[src/rtl/bptc_pkg.sv]
// Package for the barometric pressure and temperature compensation block.
// Holds the shared widths, constants, register indexes and stage structs.
// No dependencies.
`default_nettype none

package bptc_pkg;

	// Pipeline depth: one register stage per entry
	localparam int NUM_STAGES = 10;

	// Channel and port widths
	localparam int CAL_W      = 16;
	localparam int RAW_W      = 24;
	localparam int PRES_W     = 18;
	localparam int TEMP_OUT_W = 16;
	localparam int CFG_IDX_W  = 3;
	localparam int S_DATA_W   = 48;
	localparam int M_DATA_W   = 40;

	// Temperature thresholds in 0.01 C
	localparam logic signed [18:0] TEMP_REF      = 19'sd2000;
	// Offset from the first-order shift term to (TEMP + 1500)
	localparam logic signed [18:0] COLD_DEEP_OFS = 19'sd3500;

	// Output saturation bounds
	localparam logic [PRES_W-1:0]         PRES_MAX = '1;
	localparam logic signed [19:0]        TEMP_MIN = -20'sd32768;
	localparam logic signed [19:0]        TEMP_MAX = 20'sd32767;

	// Configuration register indexes
	typedef enum logic [CFG_IDX_W-1:0] {
		CAL_PRESSURE_SENS   = 3'd0,
		CAL_PRESSURE_OFFSET = 3'd1,
		CAL_SENS_TEMPCO     = 3'd2,
		CAL_OFFSET_TEMPCO   = 3'd3,
		CAL_REF_TEMP        = 3'd4,
		CAL_TEMP_COEFF      = 3'd5
	} cal_idx_t;

	// Calibration words
	typedef struct packed {
		logic [CAL_W-1:0] pressure_sens;
		logic [CAL_W-1:0] pressure_offset;
		logic [CAL_W-1:0] sens_tempco;
		logic [CAL_W-1:0] offset_tempco;
		logic [CAL_W-1:0] ref_temp;
		logic [CAL_W-1:0] temp_coeff;
	} cal_t;

	// First-order results, handed to the correction stages
	typedef struct packed {
		logic [RAW_W-1:0]   d1;
		logic signed [18:0] temp;
		logic signed [34:0] off;
		logic signed [33:0] sens;
		logic [16:0]        t2;
		logic signed [17:0] a;
		logic signed [18:0] b;
		logic               cold;
		logic               colder;
	} fo_t;

	// Corrected values, handed to the pressure stages
	typedef struct packed {
		logic [RAW_W-1:0]   d1;
		logic signed [19:0] temp;
		logic signed [38:0] off;
		logic signed [37:0] sens;
	} so_t;

	// Final result item
	typedef struct packed {
		logic [PRES_W-1:0]            pressure;
		logic signed [TEMP_OUT_W-1:0] temperature;
		logic                         clipped;
	} res_t;

endpackage

`default_nettype wire

[src/rtl/bptc_pressure.sv]
// Pressure stages (stages 7 to 10): split D1*SENS product, offset, saturation.
// Depends on bptc_pkg.
`default_nettype none

module bptc_pressure (
	input  wire logic          clk,
	input  wire logic [3:0]    en,
	input  wire bptc_pkg::so_t so,
	output bptc_pkg::res_t     res
);
	import bptc_pkg::*;

	logic [42:0]        lo_s7;
	logic signed [42:0] hi_s7;
	logic signed [38:0] off_s7, off_s8;
	logic signed [19:0] temp_s7, temp_s8, temp_s9;
	logic signed [61:0] prod_s8;
	logic signed [41:0] diff_c;
	logic signed [26:0] p_s9;
	res_t               res_c, res_s10;

	// Stage 7: partial products on the low and high halves of SENS
	always_ff @(posedge clk) begin
		if (en[0]) begin
			lo_s7   <= 43'(so.d1) * 43'(so.sens[18:0]);
			hi_s7   <= 43'($signed({1'b0, so.d1})) * 43'($signed(so.sens[37:19]));
			off_s7  <= so.off;
			temp_s7 <= so.temp;
		end
	end

	// Stage 8: combine the partial products
	always_ff @(posedge clk) begin
		if (en[1]) begin
			prod_s8 <= $signed({hi_s7, 19'h00000}) + $signed({19'h00000, lo_s7});
			off_s8  <= off_s7;
			temp_s8 <= temp_s7;
		end
	end

	// Stage 9: shift down, subtract OFF, shift down again
	assign diff_c = 42'($signed(prod_s8[61:21])) - 42'(off_s8);

	always_ff @(posedge clk) begin
		if (en[2]) begin
			p_s9    <= diff_c[41:15];
			temp_s9 <= temp_s8;
		end
	end

	// Stage 10: saturate both results and flag clipping
	always_comb begin
		res_c.clipped = 1'b0;
		if (p_s9 < 0) begin
			res_c.pressure = '0;
			res_c.clipped  = 1'b1;
		end else if (p_s9 > 27'sd262143) begin
			res_c.pressure = PRES_MAX;
			res_c.clipped  = 1'b1;
		end else begin
			res_c.pressure = p_s9[PRES_W-1:0];
		end
		if (temp_s9 < TEMP_MIN) begin
			res_c.temperature = TEMP_MIN[TEMP_OUT_W-1:0];
			res_c.clipped     = 1'b1;
		end else if (temp_s9 > TEMP_MAX) begin
			res_c.temperature = TEMP_MAX[TEMP_OUT_W-1:0];
			res_c.clipped     = 1'b1;
		end else begin
			res_c.temperature = temp_s9[TEMP_OUT_W-1:0];
		end
	end

	always_ff @(posedge clk) begin
		if (en[3]) begin
			res_s10 <= res_c;
		end
	end

	assign res = res_s10;

endmodule

`default_nettype wire

[config.mk]
export PLATFORM = sky130hd
export DESIGN_NAME = bptc_pressure
export DESIGN_NICKNAME = d
export VERILOG_FILES = /design/src/rtl/bptc_pkg.sv /design/src/rtl/bptc_pressure.sv
export SDC_FILE = /design/constraint.sdc
export NUM_CORES = 2
export LEC_CHECK = 0
export ABC_AREA = 0
export ABC_CLOCK_PERIOD_IN_PS = 15430
export BUFFER_PORTS_ARGS = -buffer_cell sky130_fd_sc_hd__buf_2
export CAP_MARGIN = 40
export CELL_PAD_IN_SITES_DETAIL_PLACEMENT = 1
export CELL_PAD_IN_SITES_GLOBAL_PLACEMENT = 1
export CORE_MARGIN = 2
export CORE_UTILIZATION = 55
export CTS_CLUSTER_DIAMETER = 150
export CTS_CLUSTER_SIZE = 28
export DETAILED_ROUTE_END_ITERATION = 7
export PLACE_DENSITY = 0.87
export SLEW_MARGIN = 20
export SYNTH_ARGS = -nofsm -noshare
export SYNTH_HDL_FRONTEND = slang
export SYNTH_SLANG_ARGS = --single-unit
[constraint.sdc]
create_clock -name clk -period 15.43 [get_ports clk]
set_input_delay 3.086 -clock clk [delete_from_list [all_inputs] [get_ports clk]]
set_output_delay 3.086 -clock clk [all_outputs]
set_load 0.02 [all_outputs]
# After elaboration in Yosys (flattened, before gate mapping)
# Cells that the tools add are included.
word_totals:
  ff_bits: 348
  input_bits: 126
  out_inout_bits: 35
  elab_cells: 24
classes:
  add_sub_neg: 2
  n_mul: 2
  magnitude_cmp: 4
  n_mux: 3
  n_reduce_logical: 1
op_table:
  columns: ["cell", "count"]
  rows:
  - ["62-bit by 44-bit adder with 62-bit output", 1]
  - ["24-bit by 19-bit multiplier with 43-bit output", 1]
  - ["25-bit by 19-bit multiplier with 43-bit output", 1]
  - ["41-bit by 39-bit subtractor with 42-bit output", 1]
  - ["27-bit by 19-bit greater-than comparator with 1-bit output, second input constant", 1]
  - ["27-bit by 1-bit less-than comparator with 1-bit output, second input constant", 1]
  - ["20-bit by 16-bit greater-than comparator with 1-bit output, second input constant", 1]
  - ["20-bit by 16-bit less-than comparator with 1-bit output, second input constant", 1]
  - ["18-bit two-way mux", 1]
  - ["16-bit two-way mux", 1]
  - ["3-bit OR reduction", 1]
  - ["1-bit two-way mux", 1]

# Longest topological paths before layout
logic_depth:
  depth_word: 2
  mapped_depth: 27
  mapped_depth_nobuf: 25

# Least setup slack after synthesis
# Ideal clock, no wire load.
synth_path:
  path_kind: "input to register"
  from: "input port so[116] in the netlist's numbering"
  to: "register hi_s7[41] (data pin)"
  setup_ps: 258
  arrival_time_ps: 9168
  required_time_ps: 15172
  slack_ps: 6005
  stages: 26
  n_path_buf: 2
  cell_sequence: "clkbuf_1 -> clkbuf_1 -> nand2_1 -> fa_1 -> inv_1 -> fa_1 -> inv_1 -> fa_1 -> inv_1 -> fa_1 -> fa_1 -> inv_1 -> fa_1 -> inv_1 -> ha_1 -> ha_1 -> and3_1 -> and4_1 -> nand3_1 -> a211oi_1 -> o21ai_1 -> o31ai_1 -> o31ai_1 -> o31ai_1 -> a21oi_1 -> xnor2_1"
synth_between:
  elab_chain_len: 1
synth_rtl:
  columns: ["element", "line", "rtl"]
  rows:
  - ["start, declared", "bptc_pressure.sv:8", "input wire bptc_pkg::so_t so,"]
  - ["25-bit by 19-bit multiplier with 43-bit output", "bptc_pressure.sv:26", "hi_s7 <= 43'($signed({1'b0, so.d1})) * 43'($signed(so.sens[37:19]));"]
  - ["end signal, assigned", "bptc_pressure.sv:26", null]
  - ["end, declared", "bptc_pressure.sv:14", "logic signed [42:0] hi_s7;"]
# No other way between the ends.
# A chain may end at the register's enable or synchronous reset.

# Final worst setup path
layout_path:
  from: "input port so[101] in the netlist's numbering"
  to: "register hi_s7[41] (data pin)"
# The elaborated chain is that of the path after synthesis.

==> metrics.md <==
| Metric | Value |
|---|---|
| Status | completed |
| Final net count | 5346 |
| Setup violators final | 0 |
| Row count | 100 |
| Startpoint type of the worst setup path | input pin |
| Final ANT Viol Nets | 0 |
| Initial core utilization | 0.556 |
| CTS clk-pin slew, worst paths | 0.13 ns |
| Commonest cells post-synth | 903 x inv_1, 745 x fa_1, 581 x nand2_1, 354 x and2_1, 353 x ha_1 |
| Share of the synthesized area in the top cell type | 0.360 |
| Setup TNS | 0 ns |
| Hold buffers post-CTS | 0 |
| Mapped Cells | 4098 |
| Slew @ Worst Pin | 0.917 ns |
| Final Hold Viols | 0 |
| Fin crit period | 10.09 ns |
| Routed len/inst | 24.4 µm |
| Crit share post-route | 0.654 |
| Leading area contributor after synthesis | fa_1 |
| Worst EP required | 15.72 ns |
| Htree depth | 1 |
| Largest net degree at the start of global routing | 67 |
| Relative slew slack | 0.388 |
| Ratio of cells with drive above 1 in the final layout | 0.0560 |
| Count leader, synth | inv_1 |
| FF-to-FF path depth | 11 |
| First-pass GRT wire length | 192 mm |
| CTS root buf | clkbuf_16 |
| Drt pass-1 iters | 5 |
| Synthesis-to-layout area growth | 5.13% |
| CTS Buf Count | 15 |
| Synth warnings | 0 |
| I/O pin cnt | 161 |
| Synth Flop Type | edfxtp_1 |
| RSZ-0062 raised after global routing | false |
| Post-CTS setup buffers | 0 |
| Antenna violations before repair | 6 |
| Crit-path max cell delay | 0.64 ns |
| GRT Overall Usage | 0.323 |
| Post-cts resize count | 0 |
| Post-synth ARST share | 0 |
| Placer Congestion | 0.880 |
| PortBufs | 160 |
| Post-Syn Area | 41400 µm² |
| Total Die Area | 77500 µm² |
| Max-cap violations | 0 |
| WL final | 125 mm |
| Yosys reg bits | 308 |
| Vias per cell | 5.81 |
| Register area share after synthesis | 0.223 |
| Core Box Area | 74600 µm² |
| HPWL after DPL | 94.4 mm |
| CTS Sinks | 308 |
| Avg Inst Size Synth | 10.1 µm² |
| CP max stage cell | a31oi_1 |
| Vias in the first global route | 34800 |
| Fmax | 99.1 MHz |
| Skew-Pair Late Insertion Delay | 0.55 ns |
| Clock skew | 0.0527 ns |
| Arr. time, crit path | 10.38 ns |
| Most frequent CP cell | fa_1 |
| CP Max Fanout | 21 |
| DR DRC count | 0 |
| Synth cell types | 62 |
| Post-synth EDFFs | 308 |
| CTS tree | built |
| Area contributors post-synth | fa_1 36%, edfxtp_1 22%, ha_1 11% |
| Hold Crit Depth | 0 |
| Gr ovfl total | 0 |
| Critical path class | input pin to register |
| Die H | 278 µm |
| DIE WIDTH | 278 µm |
| Syn nets | 5322 |
| Longest Clk Path Bufs | 3 |
| Crit end category | register |
| Worst min path class | register to register |
| DRT iter0 DRCs | 1989 |
| Routed vias | 29600 |
| Fin. max-slew vios | 0 |
==> critical path: cells and delay by family <==
kind                     cells  cell delay (ns)
XOR/XNOR                     1             0.09
buffers and inverters        6             1.15
AND/OR/NAND/NOR              1             0.23
AO/OA/AOI/OAI                9             2.66
adder cells (fa/ha/maj)      8             3.14
==> metrics by stage <==
stage / util / instances / worst slack, ns / area (µm²) / hold WS, ns
after floorplan: - / 4098 / 6.00 / 41400 / 0.400
after global placement: 0.575 / 5065 / 5.10 / 42900 / 0.400
after detailed placement: 0.577 / 5069 / 4.77 / 43000 / 0.405
after CTS: 0.582 / 5087 / 5.30 / 43400 / 0.428
after global routing: 0.584 / 5096 / 5.20 / 43600 / 0.417
final: 0.584 / 5097 / 5.34 / 43600 / 0.410
==> cells by family (layout without fill, tap and decap cells) <==
kind of cell / after synthesis / after routing / synth area share
xor gates and xnor gates: 128 / 128 / 0.0271
and+or+nand+nor: 1173 / 1173 / 0.136
AOI/OAI and AO/OA: 305 / 305 / 0.0480
buffers and inverters: 1086 / 1111 / 0.0986
DFF: 308 / 308 / 0.223
adders and majority gates: 1098 / 1098 / 0.467
other: 0 / 5 / 0
==> final cells by class <==
| class | instances | area, µm² |
|---|---|---|
| fill | 8228 | 31000 |
| multi-input combinational | 2704 | 28100 |
| sequential | 308 | 9250 |
| inverter | 903 | 3390 |
| tap | 969 | 1210 |
| timing repair buffer | 190 | 1180 |
| clock buffer | 15 | 375 |
| clock inverter | 3 | 43.8 |
| antenna | 5 | 12.5 |
==> state kept, by name, indices dropped and copies added (netlist names), 24 cells and up <==
register	count
hi_s7	43
res	35
p_s9	27
lo_s7	24
off_s8	39
prod_s8	41
off_s7	39
==> path summary, 6_finish.rpt <==
path                    start    endpoint  slack (ns)
hold / removal     temp_s8[2]  temp_s9[2]        0.41
setup / recovery      so[101]   hi_s7[41]        5.34
setup reg to reg  prod_s8[36]    p_s9[26]       11.34
hold reg to reg    temp_s8[2]  temp_s9[2]        0.41
==> layer usage <==
layer	GRT usage	wire, µm	vias to the layer above
met3	0.0520	8800	381
met1	0.378	45900	15500
met4	0.157	5890	4
li1	-	-	12500
met5	0	27	-
met2	0.579	64000	1312
==> cells in the final DEF (no fill, tap or decap), drive strengths merged, types with 5 or more instances in the layout <==
master	n
diode	5
nand2b	16
xor2	41
nor2b	33
or3	7
o21ai	44
fa	745
edfxtp	308
ha	353
nor2	89
nand3	32
a211oi	8
xnor2	87
nand4	15
and3	11
nor3	15
buf	190
inv	904
a21oi	107
nand2	581
clkbuf	15
a31oi	13
and2	354
and4	6
a21o	68
o21a	11
o31ai	8
o21bai	15
Power is not shown: default switching activity piles up to over one toggle a cycle in this logic, so the estimate is an artifact.
