### src/rtl/bptc_pkg.sv
// Package for the barometric pressure and temperature compensation block.
// Holds the shared widths, constants, register indexes and stage structs.
// No dependencies.
`default_nettype none

package bptc_pkg;

	// Pipeline depth: one register stage per entry
	localparam int NUM_STAGES = 10;

	// Channel and port widths
	localparam int CAL_W      = 16;
	localparam int RAW_W      = 24;
	localparam int PRES_W     = 18;
	localparam int TEMP_OUT_W = 16;
	localparam int CFG_IDX_W  = 3;
	localparam int S_DATA_W   = 48;
	localparam int M_DATA_W   = 40;

	// Temperature thresholds in 0.01 C
	localparam logic signed [18:0] TEMP_REF      = 19'sd2000;
	// Offset from the first-order shift term to (TEMP + 1500)
	localparam logic signed [18:0] COLD_DEEP_OFS = 19'sd3500;

	// Output saturation bounds
	localparam logic [PRES_W-1:0]         PRES_MAX = '1;
	localparam logic signed [19:0]        TEMP_MIN = -20'sd32768;
	localparam logic signed [19:0]        TEMP_MAX = 20'sd32767;

	// Configuration register indexes
	typedef enum logic [CFG_IDX_W-1:0] {
		CAL_PRESSURE_SENS   = 3'd0,
		CAL_PRESSURE_OFFSET = 3'd1,
		CAL_SENS_TEMPCO     = 3'd2,
		CAL_OFFSET_TEMPCO   = 3'd3,
		CAL_REF_TEMP        = 3'd4,
		CAL_TEMP_COEFF      = 3'd5
	} cal_idx_t;

	// Calibration words
	typedef struct packed {
		logic [CAL_W-1:0] pressure_sens;
		logic [CAL_W-1:0] pressure_offset;
		logic [CAL_W-1:0] sens_tempco;
		logic [CAL_W-1:0] offset_tempco;
		logic [CAL_W-1:0] ref_temp;
		logic [CAL_W-1:0] temp_coeff;
	} cal_t;

	// First-order results, handed to the correction stages
	typedef struct packed {
		logic [RAW_W-1:0]   d1;
		logic signed [18:0] temp;
		logic signed [34:0] off;
		logic signed [33:0] sens;
		logic [16:0]        t2;
		logic signed [17:0] a;
		logic signed [18:0] b;
		logic               cold;
		logic               colder;
	} fo_t;

	// Corrected values, handed to the pressure stages
	typedef struct packed {
		logic [RAW_W-1:0]   d1;
		logic signed [19:0] temp;
		logic signed [38:0] off;
		logic signed [37:0] sens;
	} so_t;

	// Final result item
	typedef struct packed {
		logic [PRES_W-1:0]            pressure;
		logic signed [TEMP_OUT_W-1:0] temperature;
		logic                         clipped;
	} res_t;

endpackage

`default_nettype wire

### src/rtl/bptc_first_order.sv
// First-order compensation stages (stages 1 to 3): dT, products, TEMP/OFF/SENS.
// Depends on bptc_pkg.
`default_nettype none

module bptc_first_order (
	input  wire logic                        clk,
	input  wire logic [2:0]                  en,
	input  wire bptc_pkg::cal_t              cal,
	input  wire logic [bptc_pkg::RAW_W-1:0]  raw_pressure,
	input  wire logic [bptc_pkg::RAW_W-1:0]  raw_temperature,
	output bptc_pkg::fo_t                    fo
);
	import bptc_pkg::*;

	logic [RAW_W-1:0]   d1_s1, d1_s2;
	logic signed [24:0] dt_s1;

	logic signed [40:0] prod_temp_s2, prod_off_s2, prod_sens_s2;
	logic signed [49:0] prod_sq_s2;
	logic signed [40:0] prod_temp_c, prod_off_c, prod_sens_c;
	logic signed [49:0] prod_sq_c;

	logic signed [17:0] a_c;
	logic signed [18:0] temp_c, b_c;
	logic signed [34:0] off_c;
	logic signed [33:0] sens_c;
	fo_t                fo_s3;

	// Stage 1: difference to the reference temperature
	always_ff @(posedge clk) begin
		if (en[0]) begin
			d1_s1 <= raw_pressure;
			dt_s1 <= $signed({1'b0, raw_temperature}) - $signed({1'b0, cal.ref_temp, 8'h00});
		end
	end

	// Stage 2: the four products on dT
	always_comb begin
		prod_temp_c = 41'(dt_s1) * 41'($signed({1'b0, cal.temp_coeff}));
		prod_off_c  = 41'(dt_s1) * 41'($signed({1'b0, cal.offset_tempco}));
		prod_sens_c = 41'(dt_s1) * 41'($signed({1'b0, cal.sens_tempco}));
		prod_sq_c   = 50'(dt_s1) * 50'(dt_s1);
	end

	always_ff @(posedge clk) begin
		if (en[1]) begin
			d1_s2        <= d1_s1;
			prod_temp_s2 <= prod_temp_c;
			prod_off_s2  <= prod_off_c;
			prod_sens_s2 <= prod_sens_c;
			prod_sq_s2   <= prod_sq_c;
		end
	end

	// Stage 3: shift down (arithmetic, rounds down) and add the base terms
	always_comb begin
		a_c    = prod_temp_s2[40:23];
		temp_c = 19'(a_c) + TEMP_REF;
		b_c    = 19'(a_c) + COLD_DEEP_OFS;
		off_c  = $signed({3'b000, cal.pressure_offset, 16'h0000})
			+ 35'($signed(prod_off_s2[40:7]));
		sens_c = $signed({3'b000, cal.pressure_sens, 15'h0000})
			+ 34'($signed(prod_sens_s2[40:8]));
	end

	always_ff @(posedge clk) begin
		if (en[2]) begin
			fo_s3.d1     <= d1_s2;
			fo_s3.temp   <= temp_c;
			fo_s3.off    <= off_c;
			fo_s3.sens   <= sens_c;
			fo_s3.t2     <= prod_sq_s2[47:31];
			fo_s3.a      <= a_c;
			fo_s3.b      <= b_c;
			fo_s3.cold   <= a_c[17];
			fo_s3.colder <= b_c[18];
		end
	end

	assign fo = fo_s3;

endmodule

`default_nettype wire

### config.mk
export PLATFORM = sky130hd
export DESIGN_NAME = bptc_first_order
export DESIGN_NICKNAME = d
export VERILOG_FILES = /design/src/rtl/bptc_pkg.sv /design/src/rtl/bptc_first_order.sv
export SDC_FILE = /design/constraint.sdc
export NUM_CORES = 2
export LEC_CHECK = 0
export ABC_AREA = 1
export BUFFER_PORTS_ARGS = -buffer_cell sky130_fd_sc_hd__buf_2
export CAP_MARGIN = 20
export CORE_MARGIN = 4
export CORE_UTILIZATION = 25
export DETAILED_ROUTE_END_ITERATION = 8
export GPL_TIMING_DRIVEN = 0
export SYNTH_ARGS = -nofsm -noshare
export SYNTH_HDL_FRONTEND = slang
export SYNTH_SLANG_ARGS = --single-unit
### constraint.sdc
create_clock -name clk -period 18.9 [get_ports clk]
set_input_delay 3.78 -clock clk [delete_from_list [all_inputs] [get_ports clk]]
set_output_delay 3.78 -clock clk [all_outputs]
set_load 0.02 [all_outputs]
== Word-level counts from Yosys, hierarchy flattened ==
Index checks and enable logic that the tools add are counted.

* Flip-flop bits (word level): 412
* Input bits: 148
* Output and inout bits: 168
* Word-level logic and storage cells: 25

* Add/subtract/negate cells: 5
* $mul: 4

{| class="wikitable"
|+ Operators with widths
! cell !! number
|-
| $mul 25x17->41 || 3
|-
| $mul 25x25->48 || 1
|-
| $add 33x34->35 || 1
|-
| $add 32x33->34 || 1
|-
| $sub 24x24->25 || 1
|-
| $add 18x12->19 const B || 1
|-
| $add 18x13->19 const B || 1
|}

== Longest topological paths before layout ==
* Word-level depth: 1
* Gate-level depth with buffers: 31
* Mapped depth without buffers: 29

== Worst setup path before layout ==
No wires, ideal clock.

* Path kind: input -> register
* Start point: input port cal[4] in the netlist's numbering
* End point: register prod_temp_s2[37] (data pin)
* Setup time: 253 ps
* Arrival: 8852 ps
* Required time: 18647 ps
* Setup slack: 9795 ps
* Stages: 21
* Path buffers: 2
* Path through: clkbuf_1 -> clkbuf_1 -> nand2_1 -> inv_1 -> fa_1 -> fa_1 -> inv_1 -> fa_1 -> fa_1 -> fa_1 -> fa_1 -> inv_1 -> ha_1 -> nand2_1 -> nor2_1 -> nand2_1 -> nor2_2 -> nand3_1 -> or2_1 -> nand4_1 -> nand2_1

* Cells in the longest elaborated chain, start to end: 1

{| class="wikitable"
|+ RTL lines
! what !! line !! source
|-
| start, declared || bptc_first_order.sv:8 || <nowiki>input wire bptc_pkg::cal_t cal,</nowiki>
|-
| $mul 25x17->41 || bptc_first_order.sv:39 || <nowiki>prod_temp_c = 41'(dt_s1) * 41'($signed({1'b0, cal.temp_coeff}));</nowiki>
|-
| via prod_temp_c[37] || bptc_first_order.sv:20 || <nowiki>logic signed [40:0] prod_temp_c, prod_off_c, prod_sens_c;</nowiki>
|-
| end signal, assigned || bptc_first_order.sv:48 || <nowiki>prod_temp_s2 <= prod_temp_c;</nowiki>
|-
| end, declared || bptc_first_order.sv:18 || <nowiki>logic signed [40:0] prod_temp_s2, prod_off_s2, prod_sens_s2;</nowiki>
|}

The timed path passes the listed nets, and every way through them passes these cells.
A chain may end at the register's enable or synchronous reset.

== Final worst setup path ==
* Start point: input port cal[40] in the netlist's numbering
* End point: register prod_off_s2[23] (data pin)

* Cells in the longest elaborated chain, start to end: 1

{| class="wikitable"
|+ RTL lines
! what !! line !! source
|-
| $mul 25x17->41 || bptc_first_order.sv:40 || <nowiki>prod_off_c = 41'(dt_s1) * 41'($signed({1'b0, cal.offset_tempco}));</nowiki>
|-
| via prod_off_c[23] || bptc_first_order.sv:20 ||
|-
| end signal, assigned || bptc_first_order.sv:49 || <nowiki>prod_off_s2 <= prod_off_c;</nowiki>
|-
| end, declared || bptc_first_order.sv:18 ||
|}

The timed path passes the listed nets, and every way through them passes these cells.

==> flow_summary.toml <==
[timing]
setup_viol = 0
rsz0062_at_grt = "false"
clock_skew_ps = 95.4
period_minus_slack_ps = 9930
slew_violations = 0
setup_ws_ps = 8970
fmax_mhz = 101
setup_tns_ps = 0
hold_viol = 0
worst_pin_slew_ps = 1320
relSlewSlack = 0.120
period_share = 0.526

[clocking]
cts_max_level = 2
holdBufCountCts = 0
clk_pin_slew_worst_paths_ps = 70
clk_latency_ps = 730
post_cts_resized = 0
numCtsBuffers = 43
root_buffer = "clkbuf_16"
clk_path_buf_depth = 3
postCtsSetupBuffers = 0
tritoncts = "yes"
cts.sinks = 335

[place]
placedCellCount = 14000
dp_hpwl_um = 234000
portBuffers = 273
preCtsSetupSlack_ps = 8430
gp_congestion = 0.978

[synth]
yosys_warnings = 0
ys_ff_latch = 335
synth.most_common_cell = "inv_1"
synth-edff-count = 335
yosysTopAreaCellShare = 0.440
async_reset_ff_frac = 0
ys_top_cells_by_count = "2933 x inv_1, 2459 x nand2_1, 1745 x fa_1"
yosysSeqAreaShare = 0.127
syn_nets = 11900
netlist_area_mm2 = 0.0794
synth.top_cells.by_area = "fa_1 44%, inv_1 14%, edfxtp_1 13%"
yosysTopAreaCell = "fa_1"
ys.flop_type = "edfxtp_1"
syn_inst = 9555
synth_area_per_cell_um2 = 8.31
synth_cell_types = 45

[global_routing]
grt_max_degree = 94
gr-usage-all-layers = 0.168
antenna_found_initial = 50
grt_pass1_wl_um = 406000
overflow = 0
grt_pass1_vias = 63300

[setup_path]
path_max_fanout = 10
rrSetupSlack_ps = 9940
critical_path_class = "in2reg"
worst_ep_required_time_ps = 19270
rr_endpoint = "prod_sq_s2[45]$_DFFE_PP_"
worstPathArrival_ps = 10310
rr_startpoint = "dt_s1[24]$_DFFE_PP_"
end_kind = "flop"
reg2regPathDepth = 24
cp-start-kind = "input pin"

[layout]
seqCellArea_mm2 = 0.0101
fillers = 34000
multiInputGateArea_mm2 = 0.0570
drive_above_1_share = 0.0452
synthToLayoutAreaGrowth_pct = 11.3
final_util = 0.280
final_cell_count_no_fill = 14100
finalNetCount = 12300

[die]
die_x_um = 572
die_area_mm2 = 0.327
core_area_mm2 = 0.316
floorplan.initialDensity = 0.252
ios = 316
die_h_um = 572
rows = 206

[route]
wl_per_cell_um = 19.3
drc = 1
vias_per_cell = 4.39
vias = 62000
ant_nets = 0
drt_first_iter_violations = 5581
routed_wl_um = 273000
dr.pass1.iters = 9

[flow_run]
maxCapViolCount = 0

[min_path]
hold_path_class = "reg2reg"
hp-start = "prod_off_s2[7]$_DFFE_PP_"
hold_depth = 0
min_to = "fo[90]$_DFFE_PP_"

[status]
status = "finished, violations left"
violations = "DRC"
critical path, cell delays in order:
cell and delay [ps]:
clkbuf_1 700, clkbuf_1 710, nand2_1 180, fa_1 510, fa_1 550, inv_1 50, fa_1 530, inv_1 50
fa_1 410, fa_1 510, inv_1 50, fa_1 450, ha_1 430, nand2_1 170, nor2_1 160, inv_1 70
nor3_1 390, nand2_1 100, nand2_1 170, nand2_1 110, nand3_1 90, nand2_1 110
cells by family after synthesis:
kind of cell | after synthesis | share of synthesized area
DFF | 335 | 0.127
adders and majority gates | 2235 | 0.517
buffers and inverters | 3290 | 0.156
xor gates and xnor gates | 147 | 0.0162
and+or+nand+nor | 3122 | 0.154
AOI/OAI and AO/OA | 426 | 0.0300
how the worst max path moves through the flow:
stage	slack, ps	start	depth (start not counted)	to
floorplan	9800	cal[4]	21	prod_temp_s2[37]$_DFFE_PP_
global placement	8340	cal[59]	20	prod_sens_s2[19]$_DFFE_PP_
detailed placement	8430	cal[40]	24	prod_off_s2[23]$_DFFE_PP_
CTS	9120	cal[40]	24	prod_off_s2[23]$_DFFE_PP_
global route	8760	cal[40]	24	prod_off_s2[23]$_DFFE_PP_
finish	8970	cal[40]	22	prod_off_s2[23]$_DFFE_PP_
through the flow:
step	hold WS (ps)	area, um^2
after CTS	335	88100
after global routing	364	88300
after detailed placement	405	86600
after floorplan	400	79400
final	359	88400
after global placement	400	86000
routing by layer:
layer	wire length [um]	track usage	vias to the layer above	part of all wire
li1	-	-	27900	-
met1	112000	0.224	30900	0.41
met2	120000	0.260	2726	0.44
met3	29100	0.0450	528	0.11
met4	11800	0.0618	16	0.043
met5	102	0	-	0.00037
registers in the layout, indices dropped and copies added (netlist names):
name          count
dt_s1            25
d1_s2            24
prod_sq_s2       17
prod_off_s2      34
prod_sens_s2     33
prod_temp_s2     18
fo              160
d1_s1            24
cell type report:
class / count / share of cell area
clock inverter: 30 / 0.00471
sequential: 335 / 0.114
clock buffer: 48 / 0.0124
multi-input combinational: 5930 / 0.645
timing repair buffer: 321 / 0.0246
antenna: 19 / 0.000538
buffer: 350 / 0.0154
tap: 4160 / 0.0589
inverter: 2940 / 0.125
placed cells by master (no fill, tap or decap), drive strengths merged, types with 14 or more instances in the layout:
master / n
nand3: 161
nand4: 45
xnor2: 43
edfxtp: 335
buf: 370
nand2: 2468
a21o: 14
diode: 19
nor2: 376
clkbuf: 349
clkinv: 22
o21ai: 111
a21oi: 222
inv: 2941
xor2: 104
fa: 1745
nor3: 42
o21bai: 42
ha: 490
Power is left out: the tool's default activity adds up to more than one toggle a clock period on the data nets, which glitch-free logic cannot reach.
