## src/rtl/bptc_pkg.sv

```systemverilog
// Package for the barometric pressure and temperature compensation block.
// Holds the shared widths, constants, register indexes and stage structs.
// No dependencies.
`default_nettype none

package bptc_pkg;

	// Pipeline depth: one register stage per entry
	localparam int NUM_STAGES = 10;

	// Channel and port widths
	localparam int CAL_W      = 16;
	localparam int RAW_W      = 24;
	localparam int PRES_W     = 18;
	localparam int TEMP_OUT_W = 16;
	localparam int CFG_IDX_W  = 3;
	localparam int S_DATA_W   = 48;
	localparam int M_DATA_W   = 40;

	// Temperature thresholds in 0.01 C
	localparam logic signed [18:0] TEMP_REF      = 19'sd2000;
	// Offset from the first-order shift term to (TEMP + 1500)
	localparam logic signed [18:0] COLD_DEEP_OFS = 19'sd3500;

	// Output saturation bounds
	localparam logic [PRES_W-1:0]         PRES_MAX = '1;
	localparam logic signed [19:0]        TEMP_MIN = -20'sd32768;
	localparam logic signed [19:0]        TEMP_MAX = 20'sd32767;

	// Configuration register indexes
	typedef enum logic [CFG_IDX_W-1:0] {
		CAL_PRESSURE_SENS   = 3'd0,
		CAL_PRESSURE_OFFSET = 3'd1,
		CAL_SENS_TEMPCO     = 3'd2,
		CAL_OFFSET_TEMPCO   = 3'd3,
		CAL_REF_TEMP        = 3'd4,
		CAL_TEMP_COEFF      = 3'd5
	} cal_idx_t;

	// Calibration words
	typedef struct packed {
		logic [CAL_W-1:0] pressure_sens;
		logic [CAL_W-1:0] pressure_offset;
		logic [CAL_W-1:0] sens_tempco;
		logic [CAL_W-1:0] offset_tempco;
		logic [CAL_W-1:0] ref_temp;
		logic [CAL_W-1:0] temp_coeff;
	} cal_t;

	// First-order results, handed to the correction stages
	typedef struct packed {
		logic [RAW_W-1:0]   d1;
		logic signed [18:0] temp;
		logic signed [34:0] off;
		logic signed [33:0] sens;
		logic [16:0]        t2;
		logic signed [17:0] a;
		logic signed [18:0] b;
		logic               cold;
		logic               colder;
	} fo_t;

	// Corrected values, handed to the pressure stages
	typedef struct packed {
		logic [RAW_W-1:0]   d1;
		logic signed [19:0] temp;
		logic signed [38:0] off;
		logic signed [37:0] sens;
	} so_t;

	// Final result item
	typedef struct packed {
		logic [PRES_W-1:0]            pressure;
		logic signed [TEMP_OUT_W-1:0] temperature;
		logic                         clipped;
	} res_t;

endpackage

`default_nettype wire

```

## src/rtl/bptc_second_order.sv

```systemverilog
// Second-order correction stages (stages 4 to 6): T2, OFF2, SENS2 and subtraction.
// Depends on bptc_pkg.
`default_nettype none

module bptc_second_order (
	input  wire logic          clk,
	input  wire logic [2:0]    en,
	input  wire bptc_pkg::fo_t fo,
	output bptc_pkg::so_t      so
);
	import bptc_pkg::*;

	logic [RAW_W-1:0]   d1_s4, d1_s5;
	logic signed [18:0] temp_s4;
	logic signed [34:0] off_s4, off_s5;
	logic signed [33:0] sens_s4, sens_s5;
	logic [16:0]        t2_s4;
	logic [34:0]        aa_s4, bb_s4;
	logic signed [35:0] aa_c;
	logic signed [37:0] bb_c;

	logic [36:0]        five_aa_c;
	logic [37:0]        eleven_bb_c;
	logic [37:0]        off2_c, off2_s5;
	logic [36:0]        sens2_c, sens2_s5;
	logic signed [19:0] temp_s5;
	so_t                so_s6;

	// Stage 4: squares of the distances below the thresholds
	always_comb begin
		aa_c = 36'(fo.a) * 36'(fo.a);
		bb_c = 38'(fo.b) * 38'(fo.b);
	end

	always_ff @(posedge clk) begin
		if (en[0]) begin
			d1_s4   <= fo.d1;
			temp_s4 <= fo.temp;
			off_s4  <= fo.off;
			sens_s4 <= fo.sens;
			// drop the corrections above the thresholds
			t2_s4   <= fo.cold ? fo.t2 : '0;
			aa_s4   <= fo.cold ? aa_c[34:0] : '0;
			bb_s4   <= fo.colder ? bb_c[34:0] : '0;
		end
	end

	// Stage 5: scale the squares into OFF2 and SENS2, subtract T2
	always_comb begin
		five_aa_c   = 37'(aa_s4) + {aa_s4, 2'b00};
		eleven_bb_c = {bb_s4, 3'b000} + 38'({bb_s4, 1'b0}) + 38'(bb_s4);
		off2_c  = 38'(five_aa_c[36:1]) + {bb_s4, 3'b000} - 38'(bb_s4);
		sens2_c = 37'(five_aa_c[36:2]) + eleven_bb_c[37:1];
	end

	always_ff @(posedge clk) begin
		if (en[1]) begin
			d1_s5    <= d1_s4;
			off_s5   <= off_s4;
			sens_s5  <= sens_s4;
			off2_s5  <= off2_c;
			sens2_s5 <= sens2_c;
			temp_s5  <= 20'(temp_s4) - $signed({3'b000, t2_s4});
		end
	end

	// Stage 6: apply OFF2 and SENS2
	always_ff @(posedge clk) begin
		if (en[2]) begin
			so_s6.d1   <= d1_s5;
			so_s6.temp <= temp_s5;
			so_s6.off  <= 39'(off_s5) - $signed({1'b0, off2_s5});
			so_s6.sens <= 38'(sens_s5) - $signed({1'b0, sens2_s5});
		end
	end

	assign so = so_s6;

endmodule

`default_nettype wire

```

## config.mk

```make
export PLATFORM = sky130hd
export DESIGN_NAME = bptc_second_order
export DESIGN_NICKNAME = d
export VERILOG_FILES = /design/src/rtl/bptc_pkg.sv /design/src/rtl/bptc_second_order.sv
export SDC_FILE = /design/constraint.sdc
export NUM_CORES = 2
export LEC_CHECK = 0
export BUFFER_PORTS_ARGS = -buffer_cell sky130_fd_sc_hd__buf_2
export CORE_MARGIN = 2
export CORE_UTILIZATION = 45
export CTS_CLUSTER_SIZE = 30
export DETAILED_ROUTE_END_ITERATION = 16
export GPL_ROUTABILITY_DRIVEN = 0
export PLACE_DENSITY = 0.73
export SYNTH_ARGS = -nofsm -noshare
export SYNTH_HDL_FRONTEND = slang
export SYNTH_SLANG_ARGS = --single-unit
```

## constraint.sdc

```tcl
create_clock -name clk -period 26.4 [get_ports clk]
set_input_delay 5.28 -clock clk [delete_from_list [all_inputs] [get_ports clk]]
set_output_delay 5.28 -clock clk [all_outputs]
set_load 0.05 [all_outputs]
```

# Word-level counts from Yosys, hierarchy flattened
# Cells that the tools add are included.
[word_totals]
reg_bits = 508
out_inout_bits = 121
inputBits = 172
wordCells = 28
[classes]
addsub = 9
multipliers = 2
[op_table]
columns = ["operator", "count"]
rows = [
  ["$add A35 B37 Y37", 2],
  ["$sub A35 B39 Y39", 1],
  ["$add A36 B38 Y38", 1],
  ["$add A38 B35 Y38", 1],
  ["$add A38 B36 Y38", 1],
  ["$sub A34 B38 Y38", 1],
  ["$sub A38 B35 Y38", 1],
  ["$mul A18 B18 Y35", 1],
  ["$mul A19 B19 Y35", 1],
  ["$sub A19 B18 Y20", 1],
]

# Depth between registers and ports, before layout
[logic_depth]
depth_word = 3
depth_mapped = 28
ltp_nobuf = 26

# Worst setup path before layout
# OpenSTA, ideal clock, no wires.
[synth_path]
path_type = "input to register"
start = "in fo[4] (netlist name)"
end = "reg bb_s4[33] (data pin)"
path_stages = 27
setup_ns = 0.278
path_buffers = 2
path_slack_ns = 14.498
arrival_ns = 11.624
cell_sequence = "clkbuf_1 > clkbuf_1 > nand2_1 > fa_1 > inv_1 > fa_1 > inv_1 > fa_1 > inv_1 > fa_1 > fa_1 > inv_1 > fa_1 > inv_1 > ha_1 > ha_1 > a21o_1 > a21o_1 > a21o_1 > a21o_1 > a21oi_1 > nor2_1 > a211oi_1 > o21ai_0 > a41oi_1 > mux2i_1 > o311ai_0"
[synth_between]
elab_chain_len = 1
[synth_rtl]
columns = ["element", "line", "rtl"]
rows = [
  ["start: declaration", "bptc_second_order.sv:8", "input wire bptc_pkg::fo_t fo,"],
  ["$mul A19 B19 Y35", "bptc_second_order.sv:32", "bb_c = 38'(fo.b) * 38'(fo.b);"],
  ["end signal: assignment", "bptc_second_order.sv:44", "bb_s4 <= fo.colder ? bb_c[34:0] : '0;"],
  ["end: declaration", "bptc_second_order.sv:18", "logic [34:0] aa_s4, bb_s4;"],
]
# Every way passes these cells.
# A chain may end at the register's enable or synchronous reset.

# Worst setup path after layout
[layout_path]
start = "in fo[38] (netlist name)"
end = "reg aa_s4[34] (data pin)"
[layout_between]
elab_chain_len = 1
[layout_rtl]
columns = ["element", "line", "rtl"]
rows = [
  ["$mul A18 B18 Y35", "bptc_second_order.sv:31", "aa_c = 36'(fo.a) * 36'(fo.a);"],
  ["end signal: assignment", "bptc_second_order.sv:43", "aa_s4 <= fo.cold ? aa_c[34:0] : '0;"],
  ["end: declaration", "bptc_second_order.sv:18", ""],
]
# Every way passes these cells.

==> impl_metrics.ini <==
[run_status]
status = complete, no violations

[critical_path]
cpPeakStageDelay_ns = 0.61
critical_path_buf_inv_count = 6
crit_path_max_fanout = 20
criticalPathCategory = in2reg
r2r.worst_path.cells = 24
cp.required_ns = 26.73
timing.critical_path.cells = buf_2 > inv_1 > nor2_1 > fa_1 > fa_1 > ha_1 > inv_1 > fa_1 > inv_1 > fa_1 > inv_1 > fa_1 > inv_1 > ha_1 > nand2_1 > or3_1 > o31a_1 > o21ai_0 > a21oi_1 > o211ai_1 > a21o_1 > a21oi_1 > xnor2_1 > nor2_1
worst_r2r_setup_slack_ns = 19.95
crit_path_top_delay_cell = fa_1
worst_setup_path_start_kind = input port
worstReg2RegStart = bb_s4[2]
cp-end-kind = flop
critical_path_depth = 24
critPathArrivalTime_ns = 12.09
cp_top_family = adder cells
worst_r2r_endpoint = sens2_s5[36]

[sta]
worst_slew_pin_slew_ns = 1.07
fmax_mhz = 85.0
max-slew-margin-rel_pct = 28.4
finalWorstSetupSlack_ns = 14.64
report.final.hold_viol_count = 0
timing.clock.skew_ns = 0.0258
final-setup-viol-count = 0
slew_violations = 0
finalSetupTns_ns = 0
fin_crit_sh_pct = 44.5
rsz0062_at_grt = false
timing.hold.ws_ns = 0.407
post-route-min-period_ns = 11.76

[clocking]
clock-sinks = 506
postCtsSetupBuffers = 0
cts_root_buffer = clkbuf_16
postCtsHoldBufs = 0
cts.clk_slew.worst_paths_ns = 0.07
htree_levels = 2
clk_path_buf_depth = 3
tritoncts_clock_tree = done
numCtsBuffers = 52
post_cts_sizing = 0
worst_skew_pair.late_latency_ns = 0.61

[logic_synthesis]
synth_seq_area_share_pct = 30.2
synth_nets = 5957
synth_warn = 0
yosys_register_bits = 506
ys_async_sr_fraction_pct = 0
netlist_instances = 4663
dominantRegCellSynth = edfxtp_1
postSynthAreaPerCell_um2 = 10.8
synth_edf_count = 506
synthesis.area_um2 = 50200
number_of_distinct_library_cells_after_synthesis = 69

[layout]
syn2layout_area_growth_pct = 9.61
layout_common_cells = inv_1 (983), fa_1 (671), edfxtp_1 (506)
layout-drive-gt1-share_pct = 8.28
nNetsFinal = 6231
commonest_non_fill_non_tap_cell_in_the_layout = inv_1

[routing]
route.detailed.wl_per_inst_um = 17.4
vias_per_cell = 5.17
detail-route-antenna-nets = 0
drt-initial-drc-count = 2067
drt-pass1-iter-count = 5
detail_route.wirelength_mm = 113
vias = 33500
remaining_drc_errors = 0

[die]
dieWidth_um = 338
number_of_top_level_pins = 293
initial_utilization_pct = 45.4
core.rowCount = 122
fp.coreArea_um2 = 111000
design.die.area_um2 = 114000
die-height_um = 338

[global_routing]
number_of_global_route_vias_before_repair = 35300
globalRoute.totalOverflow = 0
initial_antenna_violation_count = 3
grtUsageTotal_pct = 19.8
grt_max_degree = 104
global_route_wire_length_before_repair_mm = 183

[worst_hold_path]
min_from = sens_s4[10]
holdPathStages = 0
min_to = sens_s5[10]
worstHoldPathType = reg2reg

[place]
numPortBuffers = 292
detailedPlace.worstSlack_ns = 13.99
dp.final_hpwl_mm = 90.3

[flow_run]
drv_cap = 0
[sequential cells by signal, indices dropped and copies added (netlist names), 20 cells and up]
signal and cells:
off_s5 35, aa_s4 34, sens_s5 34, bb_s4 34, off2_s5 38, temp_s5 20, sens_s4 34, sens2_s5 37
so 121, d1_s4 24, off_s4 35, d1_s5 24
[cells by family (layout without fill, tap and decap cells)]
kind of cell / after synthesis / count (layout) / synth area share (%)
compound gates: 736 / 736 / 9.47
xor+xnor: 300 / 300 / 5.23
fa+ha+maj: 1122 / 1122 / 38.0
buf+inv: 1060 / 1374 / 7.92
flops: 506 / 506 / 30.2
mux: 7 / 7 / 0.144
other cells: 1 / 3 / 0.00746
simple gates: 931 / 931 / 9.01
[final cells by class]
type	count	area (µm²)
antenna	2	5.00
clock buffer	57	1340
clock inverter	37	387
fill	9894	55600
inverter	983	3690
multi-input combinational	3097	31100
sequential	506	15200
tap	1488	1860
timing repair buffer	297	1520
[worst max-delay path by stage]
stage,from,end,slack [ns]
after detailed placement,fo[20],bb_s4[33],13.99
after global placement,fo[20],bb_s4[33],14.09
after floorplan,fo[4],bb_s4[33],14.50
after global routing,fo[20],bb_s4[33],14.19
after CTS,fo[20],bb_s4[33],14.65
final,fo[38],aa_s4[34],14.64
[cell usage after synthesis (all sizes together) (7+ instances only)]
cell | number | share of area [%]
or2 | 8 | 0.10
or3 | 11 | 0.14
nand3 | 50 | 0.50
nor2b | 45 | 0.56
and3 | 26 | 0.32
a211oi | 27 | 0.40
clkbuf | 73 | 0.55
xnor2 | 203 | 3.5
and2 | 177 | 2.2
a21boi | 7 | 0.10
a221oi | 9 | 0.17
nor3 | 39 | 0.39
o31ai | 10 | 0.15
a211o | 7 | 0.12
nor2 | 186 | 1.4
inv | 983 | 7.3
nand2b | 46 | 0.57
edfxtp | 506 | 30
nand2 | 303 | 2.3
o211ai | 20 | 0.31
nand4 | 14 | 0.17
nor4 | 8 | 0.10
ha | 451 | 11
a21oi | 234 | 2.4
a31o | 12 | 0.21
xor2 | 97 | 1.7
a21o | 144 | 2.2
fa | 671 | 27
a31oi | 24 | 0.30
o21a | 33 | 0.49
o21ai | 124 | 1.2
o21bai | 32 | 0.48
[metal layers]
metal	share of wire, %	vias up	track usage, %
li1	-	15700	-
met5	0.024	-	0
met2	50	916	35.2
met1	42	16600	25.5
met4	2.6	4	5.19
met3	5.2	182	2.35
[metrics by stage]
| stage | cells | utilization, % | cell area [µm²] |
|---|---|---|---|
| CTS | 6465 | 49.8 | 55100 |
| finish | 6467 | 49.8 | 55100 |
| floorplan | 4663 | - | 50200 |
| global placement | 6371 | 48.2 | 53300 |
| detailed placement | 6371 | 48.2 | 53300 |
| global route | 6465 | 49.8 | 55100 |
Power is left out: the tool's default activity adds up to more than one toggle a clock period on the data nets, which glitch-free logic cannot reach.
